==> src/hdl/adcmaf_pkg.sv <==
// Shared types, constants and helpers of the ADC median / average filter.
package adcmaf_pkg;

   localparam int CHANNEL_W = 4;
   localparam int SAMPLE_W  = 12;
   localparam int MODE_W    = 3;
   localparam int SCAN_W    = 4;

   localparam int CHANNELS_DEF    = 16;
   localparam int MAX_SLOTS_DEF   = 64;
   localparam int SAMPLE_BITS_DEF = 12;

   typedef enum logic [MODE_W-1:0] {
      MODE_NEWEST  = 3'd0,
      MODE_MEDIAN3 = 3'd1,
      MODE_MEAN4   = 3'd2,
      MODE_MEDMED  = 3'd3,
      MODE_MEANMED = 3'd4,
      MODE_MEAN64  = 3'd5
   } mode_type;

   localparam mode_type MODE_RESET = MODE_MEDIAN3;

   typedef enum logic [2:0] {
      ST_IDLE,
      ST_UPDATE,
      ST_SCAN,
      ST_WAIT,
      ST_FINISH
   } state_type;

   typedef struct packed {
      logic [CHANNEL_W-1:0] channel;
      logic [SAMPLE_W-1:0]  sample;
   } req_type;

   typedef struct packed {
      logic [CHANNEL_W-1:0] channel_out;
      logic [SAMPLE_W-1:0]  filtered;
   } rsp_type;

   // controller -> datapath
   typedef struct packed {
      logic              accept;
      logic              update;
      logic              scan_rd;
      logic [SCAN_W-1:0] scan_idx;
      logic              load_rsp;
   } cmd_type;

   // datapath -> controller
   typedef struct packed {
      logic req_in_range;
      logic item_in_range;
   } sts_type;

   // number of stored slots a mode reads, from slot 0 upward
   function automatic logic [SCAN_W-1:0] scan_len(input mode_type mode);
      logic [SCAN_W-1:0] len;
      case (mode)
         MODE_MEDIAN3: len = 4'd3;
         MODE_MEAN4:   len = 4'd4;
         MODE_MEDMED:  len = 4'd9;
         MODE_MEANMED: len = 4'd12;
         default:      len = 4'd0;
      endcase
      return len;
   endfunction

endpackage

==> src/hdl/adcmaf_ctrl.sv <==
// Sequencer of the ADC filter: accepts a word, steps the slot scan, loads the result.
module adcmaf_ctrl (
   input  logic                clock,
   input  logic                reset,
   input  logic                req_valid,
   output logic                req_stall,
   output logic                rsp_valid,
   input  logic                rsp_stall,
   input  adcmaf_pkg::mode_type mode,
   input  adcmaf_pkg::sts_type sts,
   output adcmaf_pkg::cmd_type cmd
);

   adcmaf_pkg::state_type             state_ff, state_in;
   logic [adcmaf_pkg::SCAN_W-1:0]     idx_ff, idx_in;
   logic                              rsp_valid_ff, rsp_valid_in;
   logic [adcmaf_pkg::SCAN_W-1:0]     len;
   logic                              rsp_free;

   assign len       = adcmaf_pkg::scan_len(mode);
   assign rsp_free  = !rsp_valid_ff || !rsp_stall;
   assign req_stall = (state_ff != adcmaf_pkg::ST_IDLE);
   assign rsp_valid = rsp_valid_ff;

   always_ff @(posedge clock) begin
      if (reset) begin
         state_ff     <= adcmaf_pkg::ST_IDLE;
         idx_ff       <= '0;
         rsp_valid_ff <= 1'b0;
      end else begin
         state_ff     <= state_in;
         idx_ff       <= idx_in;
         rsp_valid_ff <= rsp_valid_in;
      end
   end

   always_comb begin
      state_in     = state_ff;
      idx_in       = idx_ff;
      cmd          = '0;
      cmd.scan_idx = idx_ff;
      rsp_valid_in = rsp_valid_ff && rsp_stall;
      case (state_ff)
         adcmaf_pkg::ST_IDLE: begin
            if (req_valid) begin
               cmd.accept = 1'b1;
               state_in   = sts.req_in_range ? adcmaf_pkg::ST_UPDATE : adcmaf_pkg::ST_FINISH;
            end
         end
         adcmaf_pkg::ST_UPDATE: begin
            cmd.update = 1'b1;
            idx_in     = '0;
            state_in   = (len == '0) ? adcmaf_pkg::ST_FINISH : adcmaf_pkg::ST_SCAN;
         end
         adcmaf_pkg::ST_SCAN: begin
            cmd.scan_rd = 1'b1;
            idx_in      = idx_ff + 1'b1;
            if (idx_ff == len - 1'b1) begin
               state_in = adcmaf_pkg::ST_WAIT;
            end
         end
         adcmaf_pkg::ST_WAIT: begin
            state_in = adcmaf_pkg::ST_FINISH;
         end
         adcmaf_pkg::ST_FINISH: begin
            if (rsp_free) begin
               cmd.load_rsp = 1'b1;
               rsp_valid_in = 1'b1;
               state_in     = adcmaf_pkg::ST_IDLE;
            end
         end
         default: begin
            state_in = adcmaf_pkg::ST_IDLE;
         end
      endcase
   end

endmodule

==> config.mk <==
export PLATFORM = sky130hd
export DESIGN_NAME = adcmaf_ctrl
export DESIGN_NICKNAME = d
export VERILOG_FILES = /design/src/hdl/adcmaf_pkg.sv /design/src/hdl/adcmaf_ctrl.sv
export SDC_FILE = /design/constraint.sdc
export NUM_CORES = 1
export LEC_CHECK = 0
export BUFFER_PORTS_ARGS = -buffer_cell sky130_fd_sc_hd__buf_2
export CAP_MARGIN = 20
export CELL_PAD_IN_SITES_DETAIL_PLACEMENT = 0
export CELL_PAD_IN_SITES_GLOBAL_PLACEMENT = 1
export CORE_MARGIN = 2
export CORE_UTILIZATION = 29
export DETAILED_ROUTE_END_ITERATION = 10
export GPL_TIMING_DRIVEN = 0
export PLACE_DENSITY_LB_ADDON = 0.08
export SKIP_CTS_REPAIR_TIMING = 1
export SKIP_LAST_GASP = 1
export SYNTH_ARGS = -nofsm -noshare
export SYNTH_HDL_FRONTEND = slang
export SYNTH_SLANG_ARGS = --single-unit
export TNS_END_PERCENT = 50
==> constraint.sdc <==
create_clock -name clock -period 1.6 [get_ports clock]
set_input_delay 0.32 -clock clock [delete_from_list [all_inputs] [get_ports clock]]
set_output_delay 0.32 -clock clock [all_outputs]
set_load 0.02 [all_outputs]
==> results by group <==
Status
  • Outcome: complete, no violations

Logic synthesis
  • Syn Area/Cell: 7.904 um^2
  • Register area share after synthesis: 32.16%
  • Synth top area cells: dfxtp_1, nor2_1, a21oi_1
  • Synth warn: 0
  • Largest family of logic cells by synthesized area: simple AND/OR/NAND/NOR gates
  • Synth top area share: 32.16%
  • XOR/XNOR Fraction of Synth Area: 6.281%
  • Ys async rst share: 0%
  • Synth cell types: 29
  • Post-Syn Instances: 63
  • Mux contribution to synthesized area: 3.015%
  • Top_reg_cell synth: dfxtp_1
  • Number of synthesized flops with an enable pin: 0
  • Post-synth top area cell: dfxtp_1
  • Most common cell in the netlist: nor2_1
  • Post-Syn Area: between 400 and 500 um^2
  • Seq cells post-synth: 8
  • Compound-gate portion of the synthesized area: about 17%
  • Post-Synth Simple-Gate Area: 35.93%
  • Adder-cell share of the synthesized area: between 2 and 3%
  • Synth top cells by count: nor2_1, dfxtp_1, a21oi_1
  • Syn nets: 73

Power
  • Power Dens Cells: 897.4 nW/um^2
  • Worst vdd ir: 0.5301 mV
  • Clock Power Share: 26.0%
  • Share of total power in sequential cells: 40.5%
  • Sw power: a little over 0.0002 W
  • Combinational share of power: 33.5%
  • Internal: 0.0003917 W
  • Net Sw Frac: 33.92%
  • Static leakage: 0.3121 nW

Global routing
  • Total grt overflow: 0
  • Largest net degree at the start of global routing: 10
  • First-pass GRT wire length: around 1.8 mm
  • GRT Resource Usage Total: about 13%
  • Initial antenna violation count: 0
  • Vias in the first global route: 435

Timing
  • Unrepaired setup endpoints after global routing: true
  • Fin. Hold Viols: 0
  • Final critical-path share of the clock period: 96.87%
  • Worst Tran Pin Value: 418.0 ps
  • # setup viols final: 0
  • Final WS setup: 50.03 ps
  • Slew margin rel.: 72.13%
  • Final max-slew violation count: 0
  • Setup TNS: 0 ps
  • Fmax: 645.2 MHz
  • Clock Skew: 5.646 ps
  • Min cycle time layout: 1550 ps

Critical path
  • Critical path's top delay family: simple AND/OR/NAND/NOR gates
  • Crit path cell chain: or3_4 > nor2_1 > buf_4
  • R2R cell count: 5
  • Crit path capture type: output port
  • Startpoint types: flop
  • R2r setup slk: around 70 ps
  • Worst endpoint required time: about 1300 ps
  • Worst reg2reg endpoint: state_ff[2]
  • CP bufs+invs: 1
  • Worst r2r src: idx_ff[3]
  • Max stage delay on crit path: 400 ps
  • WS Path Type: reg -> out
  • CP max-delay cell: or3_4
  • Worst-path fanout max: 5
  • Arr. time, crit path: 1230 ps

CTS
  • Reg clk slew, reported paths: 50 ps
  • Clock latency on the worst-skew pair: roughly 260 ps
  • Clk root buf: clkbuf_4
  • CTS H-tree depth: 1
  • Longest Clk Path Bufs: 2
  • TritonCTS Sinks: 8
  • TritonCTS clock tree: built
  • TritonCTS buffer count: 3

Final layout
  • Nets: 96
  • Share of cells above drive strength 1: 41.67%
  • ANT cells: 0
  • Area Overhead vs Synth: 32.66%

Detailed routing
  • 1st-pass router iterations: 4
  • DRT iter0 DRCs: 4
  • WL/cell: around 12 um
  • Final WL: 1.208 mm
  • DR vias/cell: 5.090
  • Post-route ant nets: 0
  • DR vias: 509
  • # DRC: 0

Floorplan
  • DIE AREA: ~2100 um^2
  • Total core area: 1559 um^2
  • Die height: 45.44 um
  • Starting Density: 31.94%
  • Die Wd: 45.44 um
  • # rows: 14
  • Num ports: 19

Min path
  • Worst Hold Path EP: rsp_valid
  • Hold depth: 3
  • HP Class: in -> reg
  • Hold_sp: rsp_stall

Place
  • DP Wirelength: 923.3 um
  • # port buffers: 16
  • GP Congestion: roughly 0.7
  • Dpl ws: -86.62 ps

Run
  • Maxcap violations: 0
state kept, by name, summed over array words and instances (netlist names):
signal	count
idx_ff	4
state_ff	3
rsp_valid	1
worst reg2reg max path: stages, from the launching register on:
cell and delay (ps):
dfxtp_2 350, nor4b_2 220, nand3_1 90, and3_1 170, a31o_2 270, mux2_4 300
worst max-delay path by stage:
stage | startpoint | end | slack [ps] | cells after the start
global route | idx_ff[3] | state_ff[2] | -6 | 5
global placement | mode[2] | state_ff[2] | -90 | 6
finish | state_ff[1] | cmd[7] | 50 | 3
detailed placement | mode[0] | state_ff[2] | -90 | 6
floorplan | idx_ff[2] | state_ff[2] | 20 | 4
CTS | idx_ff[0] | state_ff[2] | -40 | 5
layout make-up:
cell class	instances	area (um^2)
Fill cell	182	898.4
Multi-Input combinational cell	51	336.6
Sequential cell	8	165.2
Timing Repair Buffer	19	105.1
Clock buffer	3	22.52
Tap cell	16	20.02
Inverter	2	7.507
Buffer	1	3.754
placed cells by master, fill, tap and decap left out, drive strengths merged, types with 2 or more instances in the layout:
| master | count |
|---|---|
| buf | 19 |
| inv | 2 |
| a21oi | 6 |
| nor2 | 16 |
| nand3 | 3 |
| dfxtp | 8 |
| nor4b | 2 |
| nor2b | 2 |
| nand2 | 4 |
| clkbuf | 4 |
power groups by stage:
stage / logic (W) / clock network [W] / registers, W
after floorplan: 0.000132 / 0 / 0.000234
after global placement: 0.000192 / 0 / 0.000231
after detailed placement: 0.000193 / 0 / 0.000231
after CTS: 0.000194 / 0.000158 / 0.000226
after global routing: 0.000218 / 0.000169 / 0.000243
final: 0.000199 / 0.000154 / 0.000240
routing by layer:
layer / routed length [um] / GRT usage (%) / vias up
li1: - / - / 269
met1: 577 / 16.87 / 226
met2: 551 / 18.31 / 12
met3: 63 / 5.952 / 2
met4: 16 / 5.294 / 0
met5: 0 / 0 / -
metrics by stage:
| step | hold slack (ps) | utilization [%] | cell area, um^2 | total power (W) | instances |
|---|---|---|---|---|---|
| 6_report | 327.4 | 42.38 | 660.6 | 0.0005928 | 100 |
| 5_1_grt | 344.3 | 42.38 | 660.6 | 0.0006298 | 100 |
| 4_1_cts | 328.6 | 39.89 | 621.8 | 0.0005785 | 98 |
| 3_5_place_dp | 484.0 | 38.44 | 599.3 | 0.0004236 | 95 |
| 3_3_place_gp | 476.2 | 38.44 | 599.3 | 0.0004221 | 95 |
| 2_1_floorplan | 456.0 | - | 499.2 | 0.0003664 | 63 |
logic make-up (layout without fill, tap and decap cells):
logic type / count (synthesis) / count (layout)
xor gates and xnor gates: 2 / 2
buffers and inverters: 4 / 25
and+or+nand+nor: 34 / 34
AOI/OAI and AO/OA: 13 / 13
muxes: 1 / 1
DFF: 8 / 8
adders and majority gates: 1 / 1
No activity file was read; power rests on OpenSTA's default activity.
